[src/udp_multicast_header_builder_core_assert.svh]
// assertion macros for the multicast header builder
`ifndef UDP_MULTICAST_HEADER_BUILDER_CORE_ASSERT_SVH
`define UDP_MULTICAST_HEADER_BUILDER_CORE_ASSERT_SVH

// same-cycle implication, disabled during reset
`define UMHB_ASSERT_NOW(lbl, ante, cons, msg) \
	lbl: assert property (@(posedge clk) disable iff (!arst_n) (ante) |-> (cons)) \
		else $error(msg);

// next-cycle implication, disabled during reset
`define UMHB_ASSERT_NEXT(lbl, ante, cons, msg) \
	lbl: assert property (@(posedge clk) disable iff (!arst_n) (ante) |=> (cons)) \
		else $error(msg);

`endif

[src/umhb_pkg.sv]
// shared types and constants for the multicast header builder
`timescale 1ns / 1ps
`default_nettype none

package umhb_pkg;

	localparam int HDR_BYTES = 42;
	localparam logic [5:0] LAST_INDEX = 6'(HDR_BYTES - 1);
	localparam logic [15:0] MAX_PAYLOAD = 16'd65507;
	localparam logic [15:0] IP_OVERHEAD = 16'd28;
	localparam logic [15:0] UDP_OVERHEAD = 16'd8;
	localparam logic [23:0] MCAST_OUI = 24'h01005e;
	localparam logic [15:0] ETH_TYPE_IPV4 = 16'h0800;
	localparam logic [7:0] IP_VER_IHL = 8'h45;
	localparam logic [7:0] IP_TTL = 8'h01;
	localparam logic [7:0] IP_PROTO_UDP = 8'h11;
	localparam logic [3:0] MCAST_PREFIX = 4'he;
	localparam logic [6:0] MCAST_MAC_MASK = 7'h7f;
	// fixed checksum words: version/ihl/tos and ttl/protocol
	localparam logic [15:0] CSUM_FIXED = {IP_VER_IHL, 8'h00} + {IP_TTL, IP_PROTO_UDP};

	localparam logic [1:0] CFG_SOURCE_MAC = 2'd0;
	localparam logic [1:0] CFG_SOURCE_IP = 2'd1;
	localparam logic [1:0] CFG_SOURCE_PORT = 2'd2;

	typedef enum logic [1:0] {
		ERR_NONE = 2'd0,
		ERR_NOT_MCAST = 2'd1,
		ERR_TOO_LONG = 2'd2
	} err_code_t;

	typedef struct packed {
		logic [15:0] payload_length;
		logic [31:0] dest_ip;
		logic [15:0] dest_port;
	} in_item_t;

	typedef struct packed {
		logic [7:0] header_byte;
		logic [5:0] byte_index;
		logic last_byte;
		logic [1:0] error_code;
	} out_item_t;

	typedef struct packed {
		logic [47:0] source_mac;
		logic [31:0] source_ip;
		logic [15:0] source_port;
	} cfg_t;

	typedef struct packed {
		err_code_t err;
		logic [15:0] ip_len;
		logic [15:0] udp_len;
		logic [31:0] dest_ip;
		logic [15:0] dest_port;
		logic [15:0] csum;
	} hdr_fields_t;

endpackage

`default_nettype wire

[src/udp_multicast_header_builder_core.sv]
// top level: config registers, checksum pipeline and byte serializer
//
// channel   signals                                  direction
// item      item_valid, item_stall, item             in (stall out)
// result    result_valid, result_stall, result       out (stall in)
// config    cfg_we, cfg_index, cfg_data              in
//
// one item gives 42 byte transactions, or one on an error, at one byte a cycle while result_stall is low;
// the serializer sets the rate, so in steady state new items are taken only as fast as headers leave it.
// an accepted item passes through the four checksum stages into the serializer before its first byte goes out.
// reset clears the valid bits, the serializer state and the config registers.
// result_stall freezes the current byte; the pipeline keeps filling behind it
// and item_stall rises once all four stages are full.
`timescale 1ns / 1ps
`default_nettype none
`include "udp_multicast_header_builder_core_assert.svh"

module udp_multicast_header_builder_core (
	input wire logic clk,
	input wire logic arst_n,
	input wire logic cfg_we,
	input wire logic [1:0] cfg_index,
	input wire logic [47:0] cfg_data,
	input wire logic item_valid,
	output logic item_stall,
	input wire umhb_pkg::in_item_t item,
	output logic result_valid,
	input wire logic result_stall,
	output umhb_pkg::out_item_t result
);

	umhb_pkg::cfg_t cfg_q;
	logic item_ready;
	logic hdr_valid, hdr_ready;
	umhb_pkg::hdr_fields_t hdr;

	always_ff @(posedge clk or negedge arst_n) begin
		if (!arst_n) begin
			cfg_q <= '0;
		end else if (cfg_we) begin
			unique case (cfg_index)
				umhb_pkg::CFG_SOURCE_MAC: cfg_q.source_mac <= cfg_data;
				umhb_pkg::CFG_SOURCE_IP: cfg_q.source_ip <= cfg_data[31:0];
				umhb_pkg::CFG_SOURCE_PORT: cfg_q.source_port <= cfg_data[15:0];
				default: ;
			endcase
		end
	end

	umhb_csum_pipe u_pipe (
		.clk(clk),
		.arst_n(arst_n),
		.cfg(cfg_q),
		.item_valid(item_valid),
		.item_ready(item_ready),
		.item(item),
		.hdr_valid(hdr_valid),
		.hdr_ready(hdr_ready),
		.hdr(hdr)
	);

	assign item_stall = !item_ready;

	umhb_serializer u_ser (
		.clk(clk),
		.arst_n(arst_n),
		.cfg(cfg_q),
		.hdr_valid(hdr_valid),
		.hdr_ready(hdr_ready),
		.hdr(hdr),
		.result_valid(result_valid),
		.result_stall(result_stall),
		.result(result)
	);

	// byte positions advance by one within a header
	`UMHB_ASSERT_NEXT(a_index_step, result_valid && !result_stall && !result.last_byte, result_valid && (result.byte_index == $past(result.byte_index) + 6'd1), "byte index did not advance")

	// an error transaction is a single last byte of zero
	`UMHB_ASSERT_NOW(a_err_single, result_valid && (result.error_code != umhb_pkg::ERR_NONE), result.last_byte && (result.header_byte == 8'h00) && (result.byte_index == 6'd0), "malformed error result")

	// the final header byte carries the last mark
	`UMHB_ASSERT_NOW(a_last_at_end, result_valid && (result.byte_index == umhb_pkg::LAST_INDEX), result.last_byte, "last byte mark missing")

endmodule

`default_nettype wire

[src/umhb_csum_pipe.sv]
// four-stage pipeline: field checks, lengths and ipv4 header checksum
`timescale 1ns / 1ps
`default_nettype none

module umhb_csum_pipe (
	input wire logic clk,
	input wire logic arst_n,
	input wire umhb_pkg::cfg_t cfg,
	input wire logic item_valid,
	output logic item_ready,
	input wire umhb_pkg::in_item_t item,
	output logic hdr_valid,
	input wire logic hdr_ready,
	output umhb_pkg::hdr_fields_t hdr
);

	logic v_s1, v_s2, v_s3, v_s4;
	logic rdy1, rdy2, rdy3, rdy4;
	umhb_pkg::hdr_fields_t f_s1, f_s2, f_s3, f_s4;
	logic [17:0] sum_a_s2, sum_b_s2;
	logic [16:0] fold_s3;
	logic [18:0] sum_full;
	umhb_pkg::err_code_t err_in;

	assign rdy4 = !v_s4 || hdr_ready;
	assign rdy3 = !v_s3 || rdy4;
	assign rdy2 = !v_s2 || rdy3;
	assign rdy1 = !v_s1 || rdy2;
	assign item_ready = rdy1;

	// multicast check wins over the length check
	always_comb begin
		priority if (item.dest_ip[31:28] != umhb_pkg::MCAST_PREFIX) begin
			err_in = umhb_pkg::ERR_NOT_MCAST;
		end else if (item.payload_length > umhb_pkg::MAX_PAYLOAD) begin
			err_in = umhb_pkg::ERR_TOO_LONG;
		end else begin
			err_in = umhb_pkg::ERR_NONE;
		end
	end

	assign sum_full = 19'(sum_a_s2) + 19'(sum_b_s2);

	always_ff @(posedge clk or negedge arst_n) begin
		if (!arst_n) begin
			v_s1 <= 1'b0;
			v_s2 <= 1'b0;
			v_s3 <= 1'b0;
			v_s4 <= 1'b0;
		end else begin
			if (rdy1) v_s1 <= item_valid;
			if (rdy2) v_s2 <= v_s1;
			if (rdy3) v_s3 <= v_s2;
			if (rdy4) v_s4 <= v_s3;
		end
	end

	always_ff @(posedge clk) begin
		if (rdy1 && item_valid) begin
			f_s1.err <= err_in;
			f_s1.ip_len <= item.payload_length + umhb_pkg::IP_OVERHEAD;
			f_s1.udp_len <= item.payload_length + umhb_pkg::UDP_OVERHEAD;
			f_s1.dest_ip <= item.dest_ip;
			f_s1.dest_port <= item.dest_port;
			f_s1.csum <= '0;
		end
		if (rdy2 && v_s1) begin
			f_s2 <= f_s1;
			sum_a_s2 <= 18'(umhb_pkg::CSUM_FIXED) + 18'(f_s1.ip_len)
				+ 18'(cfg.source_ip[31:16]);
			sum_b_s2 <= 18'(cfg.source_ip[15:0]) + 18'(f_s1.dest_ip[31:16])
				+ 18'(f_s1.dest_ip[15:0]);
		end
		if (rdy3 && v_s2) begin
			f_s3 <= f_s2;
			fold_s3 <= 17'(sum_full[15:0]) + 17'(sum_full[18:16]);
		end
		if (rdy4 && v_s3) begin
			f_s4.err <= f_s3.err;
			f_s4.ip_len <= f_s3.ip_len;
			f_s4.udp_len <= f_s3.udp_len;
			f_s4.dest_ip <= f_s3.dest_ip;
			f_s4.dest_port <= f_s3.dest_port;
			// second fold cannot carry again
			f_s4.csum <= ~(fold_s3[15:0] + 16'(fold_s3[16]));
		end
	end

	assign hdr_valid = v_s4;
	assign hdr = f_s4;

endmodule

`default_nettype wire

[src/umhb_serializer.sv]
// holds one header and sends it out a byte per transaction
`timescale 1ns / 1ps
`default_nettype none

module umhb_serializer (
	input wire logic clk,
	input wire logic arst_n,
	input wire umhb_pkg::cfg_t cfg,
	input wire logic hdr_valid,
	output logic hdr_ready,
	input wire umhb_pkg::hdr_fields_t hdr,
	output logic result_valid,
	input wire logic result_stall,
	output umhb_pkg::out_item_t result
);

	logic busy_q;
	logic [5:0] cnt_q;
	umhb_pkg::hdr_fields_t hdr_q;
	logic is_err, is_last, take;
	logic [7:0] hbyte;

	assign is_err = hdr_q.err != umhb_pkg::ERR_NONE;
	assign is_last = is_err || (cnt_q == umhb_pkg::LAST_INDEX);
	assign take = busy_q && !result_stall;
	assign hdr_ready = !busy_q || (take && is_last);

	always_ff @(posedge clk or negedge arst_n) begin
		if (!arst_n) begin
			busy_q <= 1'b0;
			cnt_q <= '0;
		end else if (hdr_ready && hdr_valid) begin
			busy_q <= 1'b1;
			cnt_q <= '0;
		end else if (take && is_last) begin
			busy_q <= 1'b0;
		end else if (take) begin
			cnt_q <= cnt_q + 6'd1;
		end
	end

	always_ff @(posedge clk) begin
		if (hdr_ready && hdr_valid) hdr_q <= hdr;
	end

	always_comb begin
		unique case (cnt_q)
			6'd0: hbyte = umhb_pkg::MCAST_OUI[23:16];
			6'd1: hbyte = umhb_pkg::MCAST_OUI[15:8];
			6'd2: hbyte = umhb_pkg::MCAST_OUI[7:0];
			6'd3: hbyte = {1'b0, hdr_q.dest_ip[22:16] & umhb_pkg::MCAST_MAC_MASK};
			6'd4: hbyte = hdr_q.dest_ip[15:8];
			6'd5: hbyte = hdr_q.dest_ip[7:0];
			6'd6: hbyte = cfg.source_mac[47:40];
			6'd7: hbyte = cfg.source_mac[39:32];
			6'd8: hbyte = cfg.source_mac[31:24];
			6'd9: hbyte = cfg.source_mac[23:16];
			6'd10: hbyte = cfg.source_mac[15:8];
			6'd11: hbyte = cfg.source_mac[7:0];
			6'd12: hbyte = umhb_pkg::ETH_TYPE_IPV4[15:8];
			6'd13: hbyte = umhb_pkg::ETH_TYPE_IPV4[7:0];
			6'd14: hbyte = umhb_pkg::IP_VER_IHL;
			6'd16: hbyte = hdr_q.ip_len[15:8];
			6'd17: hbyte = hdr_q.ip_len[7:0];
			6'd22: hbyte = umhb_pkg::IP_TTL;
			6'd23: hbyte = umhb_pkg::IP_PROTO_UDP;
			6'd24: hbyte = hdr_q.csum[15:8];
			6'd25: hbyte = hdr_q.csum[7:0];
			6'd26: hbyte = cfg.source_ip[31:24];
			6'd27: hbyte = cfg.source_ip[23:16];
			6'd28: hbyte = cfg.source_ip[15:8];
			6'd29: hbyte = cfg.source_ip[7:0];
			6'd30: hbyte = hdr_q.dest_ip[31:24];
			6'd31: hbyte = hdr_q.dest_ip[23:16];
			6'd32: hbyte = hdr_q.dest_ip[15:8];
			6'd33: hbyte = hdr_q.dest_ip[7:0];
			6'd34: hbyte = cfg.source_port[15:8];
			6'd35: hbyte = cfg.source_port[7:0];
			6'd36: hbyte = hdr_q.dest_port[15:8];
			6'd37: hbyte = hdr_q.dest_port[7:0];
			6'd38: hbyte = hdr_q.udp_len[15:8];
			6'd39: hbyte = hdr_q.udp_len[7:0];
			// tos, id, flags, udp checksum
			default: hbyte = 8'h00;
		endcase
	end

	assign result_valid = busy_q;
	assign result.header_byte = is_err ? 8'h00 : hbyte;
	assign result.byte_index = is_err ? 6'd0 : cnt_q;
	assign result.last_byte = is_last;
	assign result.error_code = hdr_q.err;

endmodule

`default_nettype wire

[config.mk]
export PLATFORM = sky130hd
export DESIGN_NAME = udp_multicast_header_builder_core
export DESIGN_NICKNAME = d
export VERILOG_FILES = /design/src/umhb_pkg.sv /design/src/udp_multicast_header_builder_core.sv /design/src/umhb_csum_pipe.sv /design/src/umhb_serializer.sv
export VERILOG_INCLUDE_DIRS = /design/src /design/src/src
export SDC_FILE = /design/constraint.sdc
export NUM_CORES = 1
export LEC_CHECK = 0
export BUFFER_PORTS_ARGS = -buffer_cell sky130_fd_sc_hd__buf_2
export CAP_MARGIN = 10
export CORE_ASPECT_RATIO = 1.25
export CORE_UTILIZATION = 45
export CTS_CLUSTER_DIAMETER = 150
export DETAILED_ROUTE_END_ITERATION = 7
export GPL_TIMING_DRIVEN = 1
export PLACE_DENSITY_LB_ADDON = 0.08
export SLEW_MARGIN = 20
export SYNTH_ARGS = -nofsm -noshare
export SYNTH_HDL_FRONTEND = slang
export SYNTH_SLANG_ARGS = --single-unit
[constraint.sdc]
create_clock -name clk -period 11.3 [get_ports clk]
set_input_delay 0.565 -clock clk [delete_from_list [all_inputs] [get_ports clk]]
set_output_delay 0.565 -clock clk [all_outputs]
set_load 0.005 [all_outputs]
Word level (Yosys, flattened, before mapping)
Cells that the tools add are included.

Mux-type cells: 9. Bitwise gates (word level): 1. Reduce and logical (&&, ||, !) cells: 32. Add/sub/neg operators: 10. Equality and inequality tests: 37. Magnitude comparators: 1.

Operator list (number): $pmux W8 S30 (1); $eq A6 B5 Y1 const B (12); $eq A6 B6 Y1 const B (9); $add A18 B16 Y18 (2); $eq A6 B4 Y1 const B (6); $eq A6 B3 Y1 const B (4); $mux W6 (4); $add A18 B18 Y19 (1); $add A15 B16 Y17 const A (1); $add A16 B16 Y17 (1); $add A16 B3 Y17 (1); $add A16 B1 Y16 (1); $add A16 B4 Y16 const B (1); $add A16 B5 Y16 const B (1); $gt A16 B16 Y1 const B (1); $not A16 Y16 (1); $eq A6 B2 Y1 const B (2); $mux W8 (1); $reduce_and A2 Y1 (4); $logic_and A1 B1 Y1 (7); $logic_not A1 Y1 (7); $add A6 B1 Y6 const B (1); $logic_not A6 Y1 (1); $logic_or A1 B1 Y1 (6); 9 further kinds (14).

Flip-flop bits (word level): 602. Output and inout bits: 19. Input bits: 119.

Logic depth before layout (Yosys ltp)
Gate-level depths: netlist of the first run.

Depth after elaboration: 9. Gate-level depth with buffers: 19.

By module
A second synthesis of the first run with hierarchy kept.

Cell total of the unflattened synthesis: 1533. Area, all modules: 24469.7 µm².

By module, submodules not included: umhb_csum_pipe (cells each 914, area an instance 15667.5 µm², sequential area each 11781.3 µm², instances 1); umhb_serializer (cells each 414, area an instance 5223.8 µm², sequential area each 3118.0 µm², instances 1); udp_multicast_header_builder_core (cells each 205, area an instance 3578.4 µm², sequential area each 2402.3 µm², instances 1).

Least setup slack after synthesis of the first run
Ideal clock, no wire load.

Path type: register -> register. Start: register u_ser.cnt_q[1]. End: register u_ser.hdr_q[0] in the netlist's numbering (enable). Data required time: 10805 ps. Clock period less this slack: 4564 ps. Arrival time: 4069 ps. Path buffers: 1. Setup time: 495 ps. Cell stages (with the launch flop): 9. Path slack: 6736 ps. Cell sequence: dfrtp_1 -> inv_1 -> ha_1 -> nand2b_1 -> nor2_1 -> a21boi_0 -> o21a_1 -> nor2b_1 -> clkbuf_1.

Cells in the longest elaborated chain, start to end: 5.

Ends and longest elaborated chain: start, declared (line umhb_serializer.sv:18) `logic [5:0] cnt_q;`; start signal, assigned (line umhb_serializer.sv:38) `cnt_q <= cnt_q + 6'd1;`; $eq A6 B6 Y1 (line umhb_serializer.sv:24) `assign is_last = is_err || (cnt_q == umhb_pkg::LAST_INDEX);`; $logic_or A1 B1 Y1 (line umhb_serializer.sv:24); $logic_and A1 B1 Y1 (line umhb_serializer.sv:26) `assign hdr_ready = !busy_q || (take && is_last);`; $logic_or A1 B1 Y1 (line umhb_serializer.sv:26); $logic_and A1 B1 Y1 (line umhb_serializer.sv:43) `if (hdr_ready && hdr_valid) hdr_q <= hdr;`; end signal, assigned (line umhb_serializer.sv:43); end, declared (line umhb_serializer.sv:19) `umhb_pkg::hdr_fields_t hdr_q;`.

Every way passes these cells. A chain may end at the register's enable or synchronous reset.

==> results.sh, run 1 <==
export IMPL_design_core_area_mm2=0.0537
export IMPL_rsz0062_at_grt="false"
export IMPL_cap_violations=0
export IMPL_hold_path_class="in2reg"
export IMPL_place_inst=2427
export IMPL_gp_congestion=0.885
export IMPL_syn_num_nets=1777
export IMPL_wirelength_um=63800
export IMPL_synth_xor_area_share_pct=4.01
export IMPL_clock_latency_ns=0.63
export IMPL_synth_top_area_cell="edfxtp_1"
export IMPL_rows=95
export IMPL_root_buffer="clkbuf_16"
export IMPL_synthTopCellsByCount="edfxtp_1 (485), dfrtp_1 (107), mux2_2 (97), nor2_1 (96), ha_1 (81)"
export IMPL_whs_ns=0.109
export IMPL_synth_main_ff_cell="edfxtp_1"
export IMPL_period_minus_slack_ns=4.38
export IMPL_ir_drop_v=0.000130
export IMPL_crit_family="compound AO/OA/AOI/OAI gates"
export IMPL_drive_above_1_share_pct=20.6
export IMPL_cp_start_kind="register"
export IMPL_async_flop_share_pct=18.1
export IMPL_required_ns=10.74
export IMPL_synth_top_family_by_area="compound AO/OA/AOI/OAI gates"
export IMPL_crit_path_end_kind="output port"
export IMPL_grt_pass1_vias=14249
export IMPL_vias=14090
export IMPL_hold_violations=0
export IMPL_clock_skew_ns=0.0492
export IMPL_setup_viol=0
export IMPL_synth_compound_area_share_pct=8.20
export IMPL_post_route_period_util_pct=38.8
export IMPL_worst_pin_slew_ns=0.990
export IMPL_leakagePower_nw=10.4
export IMPL_clockBufferDepth=3
export IMPL_clk_pin_slew_ns=0.06
export IMPL_slew_violations=0
export IMPL_fin_area_mm2=0.0280
export IMPL_syn_to_final_growth_pct=14.7
export IMPL_synth_edf_count=485
export IMPL_power_density_mw_per_mm2=260
export IMPL_drc=0
export IMPL_post_synth_top_area_fraction_pct=59.6
export IMPL_grt_usage_pct=23.5
export IMPL_grt_max_degree=72
export IMPL_synth_area_mm2=0.0245
export IMPL_cts_htree_levels=2
export IMPL_tns_ns=0
export IMPL_worstPathCellList="nor2b_1 > nand2_1 > nor2_1 > a2111oi_0 > nand3_1 > o21ai_1 > nor2_1 > buf_2"
export IMPL_dpl_instance_area_mm2=0.0261
export IMPL_antenna_found_initial=0
export IMPL_nNetsFinal=1965
export IMPL_ys_ff_latch=592
export IMPL_syn_inst=1572
export IMPL_io_pins=138
export IMPL_cts_sinks=592
export IMPL_synthAdderAreaFrac_pct=4.55
export IMPL_layoutNonFillerInstCount=2537
export IMPL_grt_pass1_wl_um=94100
export IMPL_yosys_area_share_simple_pct=6.91
export IMPL_post_drt_wl_per_cell_um=25.2
export IMPL_die_area_mm2=0.0553
export IMPL_fin_ws_ns=6.92
export IMPL_status="finished, final reports clean"
export IMPL_yosysUniqueCellTypes=76
export IMPL_relSlewSlack_pct=33.7
export IMPL_cts_tree="yes"
export IMPL_vias_per_cell=5.55
export IMPL_cp_slowest_stage_delay_ns=0.94
export IMPL_die_w_um=210
export IMPL_yosysMostFrequentCell="edfxtp_1"
export IMPL_postSynthAreaPerCell_um2=15.6
export IMPL_post_place_ws_ns=7.02
export IMPL_die_h_um=263
export IMPL_dr_pass1_iters=7
export IMPL_ant_nets=0
export IMPL_crit_type="reg2out"
export IMPL_ys_seq_area_share_pct=70.5
export IMPL_slowest_stage="dfrtp_1"
export IMPL_arrival_ns=3.82
export IMPL_yosys_warnings=0
export IMPL_grt_overflow=0
export IMPL_io_buffers=137
export IMPL_crit_top_cell="nor2_1"
export IMPL_fmax_mhz=228
export IMPL_synthTopCellsByArea="edfxtp_1 (60%), dfrtp_1 (11%), mux2_2 (4.5%)"
export IMPL_cts_buffers=57
export IMPL_worstPathMaxFanout=25
export IMPL_start_util_pct=45.5
export IMPL_final_core_util_pct=52.2
export IMPL_cp_buffers_inverters=1
export IMPL_drt_iter0_markers=1120
export IMPL_synth_mux_area_share_pct=4.59
export IMPL_p_total_mw=7.28
export IMPL_dp_hpwl_um=47000
## final timing paths
check / from / endpoint / slack (ns) / cells after the start
worst max-delay path: u_ser.cnt_q[5] / result[15] / 6.92 / 8
max in group asynchronous: arst_n / cfg_q[89] / 9.49 / 3
worst min register to register: u_pipe.f_s3[33] / u_pipe.hdr[33] / 0.38 / 0
worst max register to register: cfg_q[16] / u_pipe.sum_b_s2[16] / 6.97 / 17
min in group asynchronous: arst_n / cfg_q[86] / 0.46 / 2
worst min-delay path: item[41] / u_pipe.f_s1[57] / 0.11 / 1
## cell type report
class	instances	area [um^2]
well taps	727	910
multi-input cells	904	6960
repair buffers	160	863
fillers	4571	25700
clock buffers	77	1580
inverters	45	169
clock inverters	31	324
diodes	1	2.50
flip-flops and latches	592	17200
## report_power, final
part	internal [mW]	total (mW)	switching (mW)	leakage (nW)
Combinational	0.746	1.96	1.22	3.49
Sequential	3.12	3.41	0.285	5.93
Clock	1.08	1.91	0.826	0.937
## state kept, by name, indices dropped and copies added, names as in the netlist
register            flops
u_ser.cnt_q             6
u_ser.result_valid      1
u_pipe.f_s3            80
u_pipe.sum_b_s2        18
u_pipe.v_s1             1
cfg_q                  96
u_ser.result            2
u_pipe.v_s3             1
u_pipe.fold_s3         17
u_pipe.sum_a_s2        18
u_pipe.hdr_valid        1
u_pipe.f_s1            80
u_ser.hdr_q            94
u_pipe.hdr             96
u_pipe.v_s2             1
u_pipe.f_s2            80
## cell usage in the layout, fill, tap and decap left out, types with 22 or more instances in the layout
cell type / n
mux2_2: 97
dfrtp_1: 107
o21ai_0: 36
edfxtp_1: 485
nor3_1: 31
nand4_1: 31
inv_1: 45
xor2_1: 45
xnor2_1: 67
a21oi_1: 43
a22o_1: 22
a221oi_1: 26
buf_2: 136
buf_4: 23
ha_1: 81
clkbuf_16: 57
nand2_1: 52
nand3_1: 30
a22oi_1: 35
nor2_1: 96
## cells by family (layout without fill, tap and decap cells)
family | Yosys count | after routing
flops | 592 | 592
fa+ha+maj | 86 | 86
simple gates | 334 | 334
other cells | 0 | 1
mux | 100 | 100
compound gates | 272 | 272
buf+inv | 76 | 313
xor+xnor | 112 | 112
## timing repair
action	in CTS	in global routing
hold buffers	1	0
setup endpoints to repair	0	0
resized for setup	0	0
setup buffers	0	0
endpoints found under the hold margin	40	0
## metal layers
metal  global-route usage (%)  vias up  share of wire (%)
li1                         -     6448                  -
met1                     31.6     7089                 42
met2                     38.7      446                 48
met3                     3.68      107                5.5
met4                     8.46        0                3.7
met5                        0        -                  0
(Power assumes the default switching activity.)
==> run 2: changes to the inputs <==
==> constraint.sdc (replaced) <==
create_clock -name clk -period 4.4 [get_ports clk]
set_input_delay 0.22 -clock clk [delete_from_list [all_inputs] [get_ports clk]]
set_output_delay 0.22 -clock clk [all_outputs]
set_load 0.005 [all_outputs]
==> run 2 against run 1 <==
Net effect:
- clock skew grew 0.0021 ns
- die area is the same
- critical path type is now reg2reg
- power grew to 2.6 times the previous value
- final cell count grew 4.9%
- largest power group unchanged
- register-to-register slack lost 6.7 ns
- worst setup slack lost 6.6 ns
- via count grew 2.9%
==> results.sh, run 2 (synthesis gave the netlist of run 1 again) <==
export IMPL_routed_wl_met2_um=32100
export IMPL_p_int_mw=12.9
export IMPL_rows=95
export IMPL_postCtsSetupRepairBufs=0
export IMPL_ant_nets=0
export IMPL_p_switching_mw=6.02
export IMPL_rsz0062_at_grt="false"
export IMPL_grt_usage_pct=23.8
export IMPL_design_core_area_mm2=0.0537
export IMPL_clockBufferDepth=3
export IMPL_dp_hpwl_um=46800
export IMPL_post_route_period_util_pct=93.9
export IMPL_vias_per_cell=5.45
export IMPL_power_density_mw_per_mm2=644
export IMPL_clkPwrFrac_pct=26.5
export IMPL_dpl_instance_area_mm2=0.0263
export IMPL_multi_input_comb_area_mm2=0.00697
export IMPL_io_pins=138
export IMPL_grt_overflow=0
export IMPL_clk_pin_slew_ns=0.07
export IMPL_fill_cells=4463
export IMPL_status="finished, final reports clean"
export IMPL_die_h_um=263
export IMPL_wirelength_um=65000
export IMPL_dr_pass1_iters=5
export IMPL_whs_ns=0.256
export IMPL_worst_pin_slew_ns=1.17
export IMPL_crit_start="u_pipe.sum_b_s2[1]"
export IMPL_cts_tree="yes"
export IMPL_drc=0
export IMPL_ir_drop_v=0.000381
export IMPL_p_total_mw=18.9
export IMPL_cp_start_kind="register"
export IMPL_vias=14505
export IMPL_root_buffer="clkbuf_16"
export IMPL_comb_power_share_pct=27.3
export IMPL_period_minus_slack_ns=4.13
export IMPL_diodes=0
export IMPL_cap_violations=0
export IMPL_crit_type="reg2reg"
export IMPL_drive_above_1_share_pct=20.4
export IMPL_gp_congestion=0.916
export IMPL_nNetsFinal=2090
export IMPL_crit_path_end_kind="register"
export IMPL_dr_max_layer_used="met4"
export IMPL_drt_iter0_markers=1013
export IMPL_met3_length_um=2740
export IMPL_antenna_found_initial=1
export IMPL_required_ns=4.74
export IMPL_rr_startpoint="u_pipe.sum_b_s2[1]"
export IMPL_hold_violations=0
export IMPL_layoutNonFillerInstCount=2662
export IMPL_layout_common_cells="edfxtp_1 (485), buf_2 (136), dlygate4sd3_1 (115)"
export IMPL_die_area_mm2=0.0553
export IMPL_clock_skew_ns=0.0513
export IMPL_start_util_pct=45.5
export IMPL_io_buffers=137
export IMPL_relSlewSlack_pct=21.5
export IMPL_grt_pass1_wl_um=95400
export IMPL_grt_pass1_vias=14739
export IMPL_place_inst=2437
export IMPL_leakagePower_nw=10.9
export IMPL_die_w_um=210
export IMPL_switching_share_pct=31.8
export IMPL_arrival_ns=4.47
export IMPL_cts_htree_levels=2
export IMPL_cts_buffers=58
export IMPL_wl_met1_um=27700
export IMPL_final_common_cell="edfxtp_1"
export IMPL_syn_to_final_growth_pct=20.2
export IMPL_fmax_mhz=242
export IMPL_grt_max_degree=98
export IMPL_fin_area_mm2=0.0294
export IMPL_worstPathMaxFanout=4
export IMPL_regArea_mm2=0.0172
export IMPL_hold_path_class="in2async"
export IMPL_clock_latency_ns=0.64
export IMPL_post_drt_wl_per_cell_um=24.4
export IMPL_cts_sinks=592
export IMPL_tns_ns=0
export IMPL_setup_viol=0
export IMPL_seqPwrFrac_pct=46.2
export IMPL_slew_violations=0
[run 2: changes by cell type in the layout (fill, tap and decap cells not counted), moves of 3 or more]
cell           before  now
buf_12              0    5
dlygate4sd3_1       1  115
clkinv_1            9    6
clkinvlp_4          0    7
buf_4              23   28
clkbuf_8            8    5
clkbuf_1           12    9
[run 2: layout make-up]
cell class	instances	share of cell area (%)
Tap cell	727	3.09
Inverter	45	0.575
Multi-Input combinational cell	904	23.7
Timing Repair Buffer	284	7.29
Clock buffer	72	5.29
Sequential cell	592	58.7
Clock inverter	38	1.38
[run 2: what timing repair did]
action	4_1_cts	5_1_grt
endpoints found under the hold margin	283	0
hold buffers	115	0
endpoints found under the setup margin	0	17
resized for setup	0	9
[run 2: metal layers]
| metal | global-route usage, % | vias to the layer above |
|---|---|---|
| li1 | - | 6716 |
| met1 | 31.1 | 7287 |
| met2 | 40.2 | 394 |
| met3 | 3.23 | 108 |
| met4 | 9.11 | 0 |
| met5 | 0 | - |
[run 2: critical path, stage by stage (launching register included)]
cell and delay [ns]:
edfxtp_1 0.39, ha_1 0.32, a211o_1 0.36, a21oi_4 0.20, a211oi_1 0.15, o31ai_1 0.39
a21oi_1 0.17, a211o_1 0.31, a21oi_1 0.18, xnor2_1 0.21, ha_1 0.28, a21o_1 0.18
a21oi_2 0.19, nor3b_2 0.08, and4b_1 0.23, a2bb2oi_1 0.15, a21oi_1 0.05
[run 2: per-stage QoR]
step                util (%)  setup slack, ns
floorplan                  -            0.368
global placement        48.9            0.249
detailed placement      48.9            0.187
CTS                     54.6            0.125
global route            54.7          0.00643
finish                  54.7            0.267
[run 2: power by group through the flow]
stage                     combinational, mW  sequential [mW]  clock (mW)
final                                  5.17             8.75        5.02
after CTS                              5.18             8.77        5.13
after detailed placement               5.07             8.87           0
after global placement                 5.06             8.85           0
after floorplan                        3.68             8.48           0
after global routing                   5.79             8.86        5.33
[run 2: path summary, 6_finish.rpt]
| kind | cells after the start | end | slack [ns] |
|---|---|---|---|
| max in group asynchronous | 3 | cfg_q[90] | 3.48 |
| min in group clk | 2 | u_pipe.f_s1[23] | 0.29 |
| max reg2reg | 16 | u_pipe.fold_s3[13] | 0.27 |
| min reg2reg | 0 | u_ser.hdr_q[0] | 0.40 |
| max | 16 | u_pipe.fold_s3[13] | 0.27 |
| min | 3 | cfg_q[80] | 0.26 |
==> run 3: changes to the inputs <==
--- a/config.mk
+++ b/config.mk
@@ -12,9 +12,8 @@
 export CORE_UTILIZATION = 45
 export CTS_CLUSTER_DIAMETER = 150
 export DETAILED_ROUTE_END_ITERATION = 7
-export GPL_TIMING_DRIVEN = 1
+export GPL_TIMING_DRIVEN = 0
 export PLACE_DENSITY_LB_ADDON = 0.08
-export SLEW_MARGIN = 20
 export SYNTH_ARGS = -nofsm -noshare
 export SYNTH_HDL_FRONTEND = slang
 export SYNTH_SLANG_ARGS = --single-unit
==> constraint.sdc (replaced) <==
create_clock -name clk -period 5.1 [get_ports clk]
set_input_delay 0.255 -clock clk [delete_from_list [all_inputs] [get_ports clk]]
set_output_delay 0.255 -clock clk [all_outputs]
set_load 0.005 [all_outputs]
==> run 3 against run 2 <==
Net effect:
- worst setup slack improved by 0.25 ns
- power fell by 14%
- sequential cell count did not move
- non-clock buffer count rose by 3
- worst hold slack got worse by 0.19 ns
- critical path depth rose by 3
- global-route usage fell by 0.055 points
- final cell count barely moved
- count of clock-buffer cells in the layout rose by 12
- sequential power fell by 14%
- die area did not move
- register-to-register slack improved by 0.25 ns
- critical path type unchanged
- critical endpoint is now u_pipe.sum_b_s2[16]
==> results.sh, run 3 (synthesis gave the netlist of run 1 again) <==
export IMPL_status="finished, final reports clean"
export IMPL_setup_viol=0
export IMPL_drt_iter0_markers=1071
export IMPL_period_minus_slack_ns=4.58
export IMPL_clockBufferDepth=3
export IMPL_drc=0
export IMPL_cp_start_kind="register"
export IMPL_root_buffer="clkbuf_16"
export IMPL_rsz0062_at_grt="false"
export IMPL_gp_congestion=0.903
export IMPL_post_drt_wl_per_cell_um=24.4
export IMPL_start_util_pct=45.5
export IMPL_clk_pin_slew_ns=0.07
export IMPL_cts_buffers=58
export IMPL_wl_met1_um=27600
export IMPL_arrival_ns=4.90
export IMPL_crit_path_end_kind="register"
export IMPL_grt_usage_pct=23.7
export IMPL_io_buffers=132
export IMPL_ir_drop_v=0.000287
export IMPL_dpl_instance_area_mm2=0.0263
export IMPL_io_pins=138
export IMPL_antenna_found_initial=0
export IMPL_fin_area_mm2=0.0293
export IMPL_grt_overflow=0
export IMPL_worstPathMaxFanout=5
export IMPL_hold_violations=0
export IMPL_design_core_area_mm2=0.0537
export IMPL_leakagePower_nw=10.9
export IMPL_post_place_ws_ns=0.490
export IMPL_vias=14457
export IMPL_grt_pass1_wl_um=94400
export IMPL_wirelength_um=65000
export IMPL_whs_ns=0.0628
export IMPL_syn_to_final_growth_pct=20.0
export IMPL_slew_violations=0
export IMPL_nNetsFinal=2093
export IMPL_ant_nets=0
export IMPL_cts_htree_levels=2
export IMPL_crit_type="reg2reg"
export IMPL_rows=95
export IMPL_hold_path_class="in2reg"
export IMPL_dr_pass1_iters=5
export IMPL_cts_sinks=592
export IMPL_fin_ws_ns=0.522
export IMPL_post_route_period_util_pct=89.8
export IMPL_power_density_mw_per_mm2=554
export IMPL_die_w_um=210
export IMPL_relSlewSlack_pct=23.5
export IMPL_clock_latency_ns=0.64
export IMPL_postCtsSetupRepairBufs=0
export IMPL_required_ns=5.43
export IMPL_die_h_um=263
export IMPL_dp_hpwl_um=47700
export IMPL_diodes=0
export IMPL_routed_wl_met2_um=32100
export IMPL_cap_violations=0
export IMPL_vias_per_cell=5.43
export IMPL_dr_max_layer_used="met4"
export IMPL_clock_skew_ns=0.0423
export IMPL_drive_above_1_share_pct=18.9
export IMPL_layout_common_cells="edfxtp_1 (485), buf_2 (134), dlygate4sd3_1 (110)"
export IMPL_grt_pass1_vias=14478
export IMPL_final_common_cell="edfxtp_1"
export IMPL_cts_tree="yes"
export IMPL_grt_max_degree=66
export IMPL_fmax_mhz=218
export IMPL_met3_length_um=2840
export IMPL_die_area_mm2=0.0553
export IMPL_worst_pin_slew_ns=1.14
-- run 3: report_power, final --
group	internal, mW	switching (mW)	leakage [nW]	total [mW]
Combinational	1.77	2.68	4.01	4.45
Clock	2.44	1.84	0.928	4.28
Sequential	6.91	0.624	5.93	7.54
Total	11.1	5.14	10.9	16.3
-- run 3: layout make-up --
cell class / instances / area [um^2]
fillers: 4409 / 24400
multi-input cells: 904 / 6960
flip-flops and latches: 592 / 17200
plain buffers: 31 / 134
clock inverters: 24 / 313
inverters: 45 / 169
clock buffers: 84 / 1600
well taps: 727 / 910
repair buffers: 256 / 2010
-- run 3: final timing paths --
kind	depth (start not counted)	startpoint	slack, ns	end
worst min register to register	0	u_pipe.hdr[2]	0.38	u_ser.hdr_q[2]
worst max register to register	19	cfg_q[16]	0.52	u_pipe.sum_b_s2[16]
max in group asynchronous	3	arst_n	4.26	cfg_q[91]
worst min-delay path	2	item[56]	0.06	u_pipe.f_s1[72]
min in group asynchronous	2	arst_n	0.13	cfg_q[88]
worst max-delay path	19	cfg_q[16]	0.52	u_pipe.sum_b_s2[16]
-- run 3: per-stage QoR --
stage	cells	total power [mW]	utilization, %	TNS [ns]
detailed placement	2445	12.0	49.0	0
floorplan	1572	10.5	-	0
global route	2663	17.1	54.6	0
CTS	2663	16.4	54.6	0
global placement	2431	12.0	48.4	-535.28
finish	2663	16.3	54.6	0
-- run 3: worst max-delay path, cell delays in order, from the launching register on --
cell and delay (ns):
dfrtp_1 0.49, ha_1 0.22, inv_1 0.06, fa_1 0.40, nor2b_1 0.12, o21ai_0 0.10
a21boi_1 0.26, o21ai_0 0.15, a21boi_0 0.28, o21a_1 0.15, nor2_1 0.04, xnor2_1 0.28
ha_1 0.36, nor2_1 0.12, a21oi_1 0.05, a31oi_1 0.28, o21bai_1 0.16, a2111oi_2 0.41
o41ai_1 0.16, xor2_1 0.19
-- run 3: what timing repair did --
| item | CTS | global route |
|---|---|---|
| setup endpoints to repair | 0 | 2 |
| gates resized for setup | 0 | 3 |
| endpoints found under the hold margin | 219 | 0 |
| hold buffers | 110 | 0 |
-- run 3: per-layer routing --
metal | GRT usage, % | vias to the layer above
met1 | 31.1 | 7272
met3 | 3.13 | 106
met4 | 8.85 | 0
met5 | 0 | -
li1 | - | 6695
met2 | 40.2 | 384
